File: config.mk
export PLATFORM = sky130hd
export DESIGN_NAME = i2c_display_write_master
export DESIGN_NICKNAME = d
export VERILOG_FILES = /design/src/rtl/i2cdw_pkg.sv /design/src/rtl/i2cdw_engine.sv /design/src/rtl/i2c_display_write_master.sv
export SDC_FILE = /design/constraint.sdc
export NUM_CORES = 1
export LEC_CHECK = 0
export BUFFER_PORTS_ARGS = -buffer_cell sky130_fd_sc_hd__clkbuf_2
export CAP_MARGIN = 20
export CORE_MARGIN = 8
export CORE_UTILIZATION = 55
export CTS_CLUSTER_SIZE = 28
export DETAILED_ROUTE_END_ITERATION = 10
export PLACE_DENSITY = 0.8
export SKIP_CTS_REPAIR_TIMING = 1
export SLEW_MARGIN = 20
export SYNTH_ARGS = -nofsm -noshare
export SYNTH_HDL_FRONTEND = slang
export SYNTH_SLANG_ARGS = --single-unit
File: constraint.sdc
create_clock -name clk_i -period 8 [get_ports clk_i]
set_clock_uncertainty 0.1 [all_clocks]
set_input_delay 1.6 -clock clk_i [delete_from_list [all_inputs] [get_ports clk_i]]
set_output_delay 1.6 -clock clk_i [all_outputs]
set_load 0.02 [all_outputs]
File: src/rtl/i2cdw_pkg.sv
// Package: phase codes, result bundle and register constants for the I2C display write master.
package i2cdw_pkg;

  typedef enum logic [3:0] {
    PH_IDLE      = 4'd0,
    PH_START_SDA = 4'd1,
    PH_START_SCL = 4'd2,
    PH_BIT_SDA   = 4'd3,
    PH_BIT_HI    = 4'd4,
    PH_BIT_LO    = 4'd5,
    PH_ACK_REL   = 4'd6,
    PH_ACK_WAIT  = 4'd7,
    PH_ACK_LO    = 4'd8,
    PH_STOP_SDA  = 4'd9,
    PH_STOP_SCL  = 4'd10,
    PH_STOP_END  = 4'd11
  } phase_e;

  typedef enum logic [1:0] {
    SLOT_ADDR = 2'd0,
    SLOT_CTRL = 2'd1,
    SLOT_DATA = 2'd2
  } slot_e;

  // Configuration register indexes
  localparam logic CFG_DEV_ADDR    = 1'b0;
  localparam logic CFG_ACK_TIMEOUT = 1'b1;

  localparam logic [7:0] DEV_ADDR_RST    = 8'h78;
  localparam logic [7:0] ACK_TIMEOUT_RST = 8'd200;
  localparam logic [7:0] CTRL_DATA       = 8'h40;
  localparam logic [7:0] CTRL_CMD        = 8'h00;

  localparam logic [2:0] BIT_LAST = 3'd7;

  // One step result, as seen on the bus pins plus status
  typedef struct packed {
    logic scl;
    logic sda;
    logic drv;
    logic busy;
    logic done;
    logic err;
  } result_t;

endpackage

File: src/rtl/i2cdw_engine.sv
// Transaction sequencer: phase state machine, bit shifter, ack wait counter and pin state.
module i2cdw_engine (
  input  logic                clk_i,
  input  logic                rst_ni,
  input  logic                advance_i,
  input  logic                req_i,
  input  logic [7:0]          payload_i,
  input  logic                is_data_i,
  input  logic                sda_sense_i,
  input  logic [7:0]          dev_addr_i,
  input  logic [7:0]          ack_timeout_i,
  output i2cdw_pkg::result_t  res_o
);

  i2cdw_pkg::phase_e phase_q, phase_d;
  i2cdw_pkg::slot_e  slot_q, slot_d;
  logic [2:0] bit_cnt_q, bit_cnt_d;
  logic [7:0] shift_q, shift_d;
  logic [7:0] held_payload_q, held_payload_d;
  logic       held_kind_q, held_kind_d;
  logic [7:0] wait_q, wait_d;
  logic       err_q, err_d;
  logic       scl_q, scl_d;
  logic       sda_q, sda_d;
  logic       drv_q, drv_d;
  logic       done_d;

  logic [7:0] wait_dec;
  logic       ack_timeout_hit;
  logic       byte_end;

  assign wait_dec        = wait_q - 8'd1;
  assign ack_timeout_hit = sda_sense_i && (wait_dec == 8'd0);
  // leave the ack phase: either after the ack pulse or on timeout
  assign byte_end = (phase_q == i2cdw_pkg::PH_ACK_LO) ||
                    ((phase_q == i2cdw_pkg::PH_ACK_WAIT) && ack_timeout_hit);

  // Next phase
  always_comb begin
    phase_d = phase_q;
    case (phase_q)
      i2cdw_pkg::PH_START_SDA: if (!req_i) phase_d = i2cdw_pkg::PH_START_SCL;
      i2cdw_pkg::PH_START_SCL: if (!req_i) phase_d = i2cdw_pkg::PH_BIT_SDA;
      i2cdw_pkg::PH_BIT_SDA:   if (!req_i) phase_d = i2cdw_pkg::PH_BIT_HI;
      i2cdw_pkg::PH_BIT_HI:    if (!req_i) phase_d = i2cdw_pkg::PH_BIT_LO;
      i2cdw_pkg::PH_BIT_LO: begin
        if (!req_i) begin
          phase_d = (bit_cnt_q == i2cdw_pkg::BIT_LAST) ? i2cdw_pkg::PH_ACK_REL
                                                       : i2cdw_pkg::PH_BIT_SDA;
        end
      end
      i2cdw_pkg::PH_ACK_REL:   if (!req_i) phase_d = i2cdw_pkg::PH_ACK_WAIT;
      i2cdw_pkg::PH_ACK_WAIT, i2cdw_pkg::PH_ACK_LO: begin
        if (!req_i) begin
          if (phase_q == i2cdw_pkg::PH_ACK_WAIT && !sda_sense_i) begin
            phase_d = i2cdw_pkg::PH_ACK_LO;
          end else if (byte_end) begin
            phase_d = (slot_q == i2cdw_pkg::SLOT_ADDR || slot_q == i2cdw_pkg::SLOT_CTRL)
                      ? i2cdw_pkg::PH_BIT_SDA : i2cdw_pkg::PH_STOP_SDA;
          end
        end
      end
      i2cdw_pkg::PH_STOP_SDA:  if (!req_i) phase_d = i2cdw_pkg::PH_STOP_SCL;
      i2cdw_pkg::PH_STOP_SCL:  if (!req_i) phase_d = i2cdw_pkg::PH_STOP_END;
      i2cdw_pkg::PH_STOP_END:  if (!req_i) phase_d = i2cdw_pkg::PH_IDLE;
      default: begin
        // idle and unused codes: start on request
        phase_d = req_i ? i2cdw_pkg::PH_START_SDA : i2cdw_pkg::PH_IDLE;
      end
    endcase
  end

  // Datapath and pin updates
  always_comb begin
    slot_d         = slot_q;
    bit_cnt_d      = bit_cnt_q;
    shift_d        = shift_q;
    held_payload_d = held_payload_q;
    held_kind_d    = held_kind_q;
    wait_d         = wait_q;
    err_d          = err_q;
    scl_d          = scl_q;
    sda_d          = sda_q;
    drv_d          = drv_q;
    done_d         = 1'b0;
    case (phase_q)
      i2cdw_pkg::PH_START_SDA: if (!req_i) sda_d = 1'b0;
      i2cdw_pkg::PH_START_SCL: begin
        if (!req_i) begin
          scl_d     = 1'b0;
          slot_d    = i2cdw_pkg::SLOT_ADDR;
          shift_d   = dev_addr_i;
          bit_cnt_d = '0;
        end
      end
      i2cdw_pkg::PH_BIT_SDA: begin
        if (!req_i) begin
          drv_d = 1'b1;
          sda_d = shift_q[7];
        end
      end
      i2cdw_pkg::PH_BIT_HI: if (!req_i) scl_d = 1'b1;
      i2cdw_pkg::PH_BIT_LO: begin
        if (!req_i) begin
          scl_d   = 1'b0;
          shift_d = {shift_q[6:0], 1'b0};
          if (bit_cnt_q != i2cdw_pkg::BIT_LAST) bit_cnt_d = bit_cnt_q + 3'd1;
        end
      end
      i2cdw_pkg::PH_ACK_REL: begin
        if (!req_i) begin
          sda_d  = 1'b1;
          drv_d  = 1'b0;
          wait_d = ack_timeout_i;
        end
      end
      i2cdw_pkg::PH_ACK_WAIT, i2cdw_pkg::PH_ACK_LO: begin
        if (!req_i) begin
          if (phase_q == i2cdw_pkg::PH_ACK_WAIT) begin
            if (!sda_sense_i) begin
              scl_d = 1'b1;
            end else begin
              wait_d = wait_dec;
              if (ack_timeout_hit) err_d = 1'b1;
            end
          end
          if (byte_end) begin
            scl_d = 1'b0;
            case (slot_q)
              i2cdw_pkg::SLOT_ADDR: begin
                slot_d    = i2cdw_pkg::SLOT_CTRL;
                shift_d   = held_kind_q ? i2cdw_pkg::CTRL_DATA : i2cdw_pkg::CTRL_CMD;
                bit_cnt_d = '0;
              end
              i2cdw_pkg::SLOT_CTRL: begin
                slot_d    = i2cdw_pkg::SLOT_DATA;
                shift_d   = held_payload_q;
                bit_cnt_d = '0;
              end
              default: ;
            endcase
          end
        end
      end
      i2cdw_pkg::PH_STOP_SDA: begin
        if (!req_i) begin
          drv_d = 1'b1;
          sda_d = 1'b0;
        end
      end
      i2cdw_pkg::PH_STOP_SCL: if (!req_i) scl_d = 1'b1;
      i2cdw_pkg::PH_STOP_END: begin
        if (!req_i) begin
          sda_d  = 1'b1;
          done_d = 1'b1;
        end
      end
      default: begin
        if (req_i) begin
          held_payload_d = payload_i;
          held_kind_d    = is_data_i;
          err_d          = 1'b0;
          slot_d         = i2cdw_pkg::SLOT_ADDR;
          bit_cnt_d      = '0;
          scl_d          = 1'b1;
          sda_d          = 1'b1;
          drv_d          = 1'b1;
        end
      end
    endcase
  end

  always_ff @(posedge clk_i or negedge rst_ni) begin
    if (!rst_ni) begin
      phase_q        <= i2cdw_pkg::PH_IDLE;
      slot_q         <= i2cdw_pkg::SLOT_ADDR;
      bit_cnt_q      <= '0;
      shift_q        <= '0;
      held_payload_q <= '0;
      held_kind_q    <= 1'b0;
      wait_q         <= '0;
      err_q          <= 1'b0;
      scl_q          <= 1'b1;
      sda_q          <= 1'b1;
      drv_q          <= 1'b1;
    end else if (advance_i) begin
      phase_q        <= phase_d;
      slot_q         <= slot_d;
      bit_cnt_q      <= bit_cnt_d;
      shift_q        <= shift_d;
      held_payload_q <= held_payload_d;
      held_kind_q    <= held_kind_d;
      wait_q         <= wait_d;
      err_q          <= err_d;
      scl_q          <= scl_d;
      sda_q          <= sda_d;
      drv_q          <= drv_d;
    end
  end

  assign res_o.scl  = scl_d;
  assign res_o.sda  = sda_d;
  assign res_o.drv  = drv_d;
  assign res_o.busy = (phase_d != i2cdw_pkg::PH_IDLE);
  assign res_o.done = done_d;
  assign res_o.err  = err_d;

  // SDA is released only around the acknowledge slot
  assert property (@(posedge clk_i) disable iff (!rst_ni)
    !drv_q |-> (phase_q == i2cdw_pkg::PH_ACK_WAIT || phase_q == i2cdw_pkg::PH_ACK_LO ||
                phase_q == i2cdw_pkg::PH_BIT_SDA || phase_q == i2cdw_pkg::PH_STOP_SDA))
    else $error("SDA released outside acknowledge");

  assert property (@(posedge clk_i) disable iff (!rst_ni)
    $rose(err_q) |-> $past(phase_q) == i2cdw_pkg::PH_ACK_WAIT)
    else $error("ack error set outside ack wait");

  assert property (@(posedge clk_i) disable iff (!rst_ni)
    done_d |-> (phase_q == i2cdw_pkg::PH_STOP_END && phase_d == i2cdw_pkg::PH_IDLE))
    else $error("done outside stop end");

  assert property (@(posedge clk_i) disable iff (!rst_ni)
    (advance_i && phase_q == i2cdw_pkg::PH_IDLE && req_i) |=> (err_q == 1'b0 && scl_q && sda_q))
    else $error("request did not reset pins and error");

endmodule

File: src/rtl/i2c_display_write_master.sv
// Top level: stream ports, configuration registers, output register around the sequencer.
//
// Channel  Dir  tdata (low bit up)                     tuser / tlast
// s_axis   in   payload[7:0], sda_sense, pad           tuser: cmd, is_data
// m_axis   out  scl, sda, sda_drive, busy, ack_error   tlast: done
// cfg      in   index 0 device address, 1 ack timeout  -
//
// One request per clock while m_axis is not stalled: each accepted item advances
// the sequencer by one pin phase and its result is registered in the same cycle.
// The output register frees in the cycle its result is taken, so a new item enters
// every cycle while m_axis_tready is high; a stall on m_axis holds s_axis_tready low.
// Reset puts the pins at SCL high, SDA high driven, idle, with the register defaults.
module i2c_display_write_master (
  input  logic        clk_i,
  input  logic        rst_ni,
  input  logic        s_axis_tvalid,
  output logic        s_axis_tready,
  input  logic [15:0] s_axis_tdata,   // payload[7:0], sda_sense[8], zero[15:9]
  input  logic [1:0]  s_axis_tuser,   // cmd[0], is_data[1]
  output logic        m_axis_tvalid,
  input  logic        m_axis_tready,
  output logic [7:0]  m_axis_tdata,   // scl[0], sda[1], sda_drive[2], busy[3], ack_error[4]
  output logic        m_axis_tlast,   // done
  input  logic        cfg_we_i,
  input  logic        cfg_idx_i,
  input  logic [7:0]  cfg_wdata_i
);

  logic [7:0] dev_addr_q;
  logic [7:0] ack_timeout_q;
  logic       out_valid_q;
  i2cdw_pkg::result_t out_q;
  i2cdw_pkg::result_t res;
  logic       accept;

  assign s_axis_tready = !out_valid_q || m_axis_tready;
  assign accept        = s_axis_tvalid && s_axis_tready;

  always_ff @(posedge clk_i or negedge rst_ni) begin
    if (!rst_ni) begin
      dev_addr_q    <= i2cdw_pkg::DEV_ADDR_RST;
      ack_timeout_q <= i2cdw_pkg::ACK_TIMEOUT_RST;
    end else if (cfg_we_i) begin
      case (cfg_idx_i)
        i2cdw_pkg::CFG_DEV_ADDR:    dev_addr_q    <= cfg_wdata_i;
        i2cdw_pkg::CFG_ACK_TIMEOUT: ack_timeout_q <= cfg_wdata_i;
        default: ;
      endcase
    end
  end

  i2cdw_engine u_engine (
    .clk_i         (clk_i),
    .rst_ni        (rst_ni),
    .advance_i     (accept),
    .req_i         (s_axis_tuser[0]),
    .payload_i     (s_axis_tdata[7:0]),
    .is_data_i     (s_axis_tuser[1]),
    .sda_sense_i   (s_axis_tdata[8]),
    .dev_addr_i    (dev_addr_q),
    .ack_timeout_i (ack_timeout_q),
    .res_o         (res)
  );

  always_ff @(posedge clk_i or negedge rst_ni) begin
    if (!rst_ni) begin
      out_valid_q <= 1'b0;
    end else if (accept) begin
      out_valid_q <= 1'b1;
    end else if (m_axis_tready) begin
      out_valid_q <= 1'b0;
    end
  end

  always_ff @(posedge clk_i) begin
    if (accept) out_q <= res;
  end

  assign m_axis_tvalid = out_valid_q;
  assign m_axis_tdata  = {3'b000, out_q.err, out_q.busy, out_q.drv, out_q.sda, out_q.scl};
  assign m_axis_tlast  = out_q.done;

  assert property (@(posedge clk_i) disable iff (!rst_ni)
    (m_axis_tvalid && m_axis_tlast) |-> !m_axis_tdata[3])
    else $error("done reported while still busy");

  assert property (@(posedge clk_i) disable iff (!rst_ni)
    (m_axis_tvalid && !m_axis_tready) |-> !s_axis_tready)
    else $error("request taken while result stalled");

  assert property (@(posedge clk_i) disable iff (!rst_ni)
    (m_axis_tvalid && !m_axis_tdata[2]) |-> m_axis_tdata[1])
    else $error("released SDA not reported high");

endmodule
==> impl_metrics.yaml <==
cts:
  cts_root_buffer: "clkbuf_8"
  clock_path_buffers: 2
  clock_latency_ns: 0.34
  cts_buffers: 9
  cts_tree: "built"
  clkTransAtPathRegs_ns: 0.06
  cts_num_sinks: 61
  cts_htree_levels: 3
floorplan:
  start_util_pct: 56.9
  coreArea_um2: 5920
  die_w_um: 94.3
  rows: 28
  die_h_um: 94.3
  pin_count: 43
  die-area_um2: 8880
layout:
  nNetsFinal: 399
  antennaDiodeCount: 0
  drive_gt1_share_pct: 27.7
  stdcell_area_um2: 3720
  fillCellCount: 476
  syn_to_final_growth_pct: 10.5
  finalCoreUtilization_pct: 62.8
logic_synthesis:
  synth_enable_flop_cells: 6
  synth-async-reset-ratio_pct: 90.2
  synth.cell_area_um2: 3370
  synth-seq-area-share_pct: 46.6
  synthDistinctLibCells: 60
  synthCells: 338
  yosys_warnings: 0
  synth_seq_cells: 61
  synth_top_flop_cell: "dfrtp_1"
  synth_area_per_cell_um2: 9.97
pwr:
  switching_share_pct: 37.2
  finalPower_uw: 1200
  p_switching_uw: 445
  pwr-share-comb_pct: 34.9
  pwr-share-seq_pct: 44.9
  power.leakage_uw: 0.00160
  p_per_area_nw_per_um2: 321
  vdd_drop_max_mv: 0.192
  intPower_uw: 751
  clock_power_share_pct: 20.2
sta:
  min_period_ns: 3.70
  setup_violations: 0
  setup-tns-final_ns: 0
  worst_pin_slew_ns: 0.928
  grt_setup_unrepaired: "no"
  finalWorstSetupSlack_ns: 4.30
  hold_viol: 0
  timing.final.crit_share_pct: 46.2
  fmax_ghz: 0.271
  max-slew-margin-rel_pct: 37.7
  report.final.slew_viol_count: 0
placement:
  hpwl_um: 5100
  io_buffers: 32
  place_area_um2: 3550
  pre_cts_ws_ns: 4.06
  gp_congestion: 0.868
drt:
  vias: 2620
  wire_per_inst_um: 16.5
  drcViolationCount: 0
  drt_iter0_markers: 106
  routed_via_density: 5.91
  finalWirelength_um: 7300
  drtAntennaViolNets: 0
  first_pass_iters: 4
setup_path:
  crit_path_max_fanout: 3
  critPathLaunchType: "input port"
  r2r_cells: 6
  end_kind: "primary output"
  timing.rr.end: "u_engine.shift_q[2]$_DFFE_PN0P_"
  r2r_start: "u_engine.phase_q[0]$_DFFE_PN0P_"
  critPathKind: "input port to primary output"
  critPathRequiredTime_ns: 6.30
  ff2ff_setup_slack_ns: 4.70
  arrival_ns: 2.00
hold_path:
  holdCritStartpoint: "dev_addr_q[7]$_DFFE_PN0P_"
  holdPathStages: 1
  holdPathEnd: "dev_addr_q[7]$_DFFE_PN0P_"
  min_path_type: "flop to flop"
global_route:
  grt_pass1_vias: 2583
  grt-ovfl-total: 0
  antenna_found_initial: 0
  grt_max_degree: 56
  grt_pass1_wl_um: 12200
  grt_util_all_layers_pct: 17.5
run:
  drv_cap: 0
status:
  outcome: "finished, final reports clean"
## synthesized netlist by cell type (5+ instances only)
cell type  instances  share of area [%]
dfrtp_1           45                 33
clkbuf_1          13                1.4
nor2_1            18                2.0
nor2b_1           10                1.9
nor3_1             7                1.0
a31oi_1            5               0.93
nand3_1           16                2.4
inv_1              6               0.67
a21oi_1           22                3.3
nand2_1           37                4.1
mux2_2            35                 12
dfstp_2           10                7.8
nand2b_1          10                1.9
edfxtp_1           6                5.3
o21ai_0           22                3.3
## power groups by stage
stage / Combinational, µW / Sequential [µW] / Clock, µW
2_1_floorplan: 364 / 484 / 0
3_3_place_gp: 398 / 530 / 0
3_5_place_dp: 415 / 539 / 0
4_1_cts: 417 / 534 / 248
5_1_grt: 467 / 553 / 262
6_report: 418 / 537 / 241
## per-layer routing
metal	GRT usage [%]	vias to the layer above	routed length [µm]
met2	27.1	80	3570
met1	21.9	1266	3240
met5	0	-	0
met3	5.20	12	391
li1	-	1262	-
met4	8.32	0	100
## worst max path at each step
stage,start,endpoint,slack (ns)
4_1_cts,m_axis_tready,s_axis_tready,4.30
2_1_floorplan,m_axis_tready,s_axis_tready,4.46
6_report,m_axis_tready,s_axis_tready,4.30
5_1_grt,m_axis_tready,s_axis_tready,4.28
3_3_place_gp,m_axis_tready,u_engine.shift_q[2]$_DFFE_PN0P_,4.11
3_5_place_dp,m_axis_tready,u_engine.shift_q[2]$_DFFE_PN0P_,4.06
## placed cells by master, fill, tap and decap left out, types with 3 or more instances in the layout
| master | Yosys | final |
|---|---|---|
| a21oi_1 | 22 | 22 |
| a22o_1 | 3 | 3 |
| a31oi_1 | 5 | 4 |
| clkbuf_1 | 13 | 3 |
| clkbuf_2 | 0 | 32 |
| clkbuf_8 | 0 | 11 |
| conb_1 | 1 | 3 |
| dfrtp_1 | 45 | 45 |
| dfstp_2 | 10 | 10 |
| edfxtp_1 | 6 | 6 |
| ha_1 | 4 | 4 |
| inv_1 | 6 | 6 |
| mux2_2 | 35 | 35 |
| nand2_1 | 37 | 37 |
| nand2b_1 | 10 | 10 |
| nand3_1 | 16 | 16 |
| nor2_1 | 18 | 18 |
| nor2b_1 | 10 | 10 |
| nor3_1 | 7 | 7 |
| nor4b_1 | 3 | 3 |
| o21a_1 | 4 | 4 |
| o21ai_0 | 22 | 22 |
| o31ai_1 | 3 | 3 |
| or4_1 | 3 | 3 |
| xor2_1 | 3 | 3 |
## final cells by class
cell class / count / area [µm²] / area share, %
Multi-Input combinational cell: 250 / 1680 / 45.3
Timing Repair Buffer: 34 / 175 / 4.71
Tap cell: 75 / 93.8 / 2.52
Clock buffer: 14 / 163 / 4.37
Inverter: 7 / 26.3 / 0.706
Sequential cell: 61 / 1570 / 42.2
Clock inverter: 2 / 10.0 / 0.269
## kinds of logic after synthesis
kind of cell,count (synthesis),synth area share [%]
fa+ha+maj,4,1.49
compound gates,77,14.5
other cells,1,0.111
buf+inv,29,3.83
simple gates,124,19.8
mux,37,12.4
flops,61,46.6
xor+xnor,5,1.30
## registers in the layout (all words and copies together) (netlist names), 2 cells and up
name,count
u_engine.slot_q,2
u_engine.held_payload_q,8
u_engine.bit_cnt_q,3
u_engine.phase_q,4
ack_timeout_q,8
m_axis_tdata,5
u_engine.shift_q,8
u_engine.wait_q,8
dev_addr_q,8
## through the flow
step / hold WS [ns] / std cells
floorplan: 0.350 / 340
global placement: 0.366 / 427
detailed placement: 0.395 / 427
CTS: 0.411 / 443
global route: 0.422 / 443
finish: 0.403 / 443
## critical path, stage by stage
cell and delay (ns):
clkbuf_2 0.08, nand2b_1 0.15, clkbuf_2 0.17
Power figures use the tool's default switching activity.
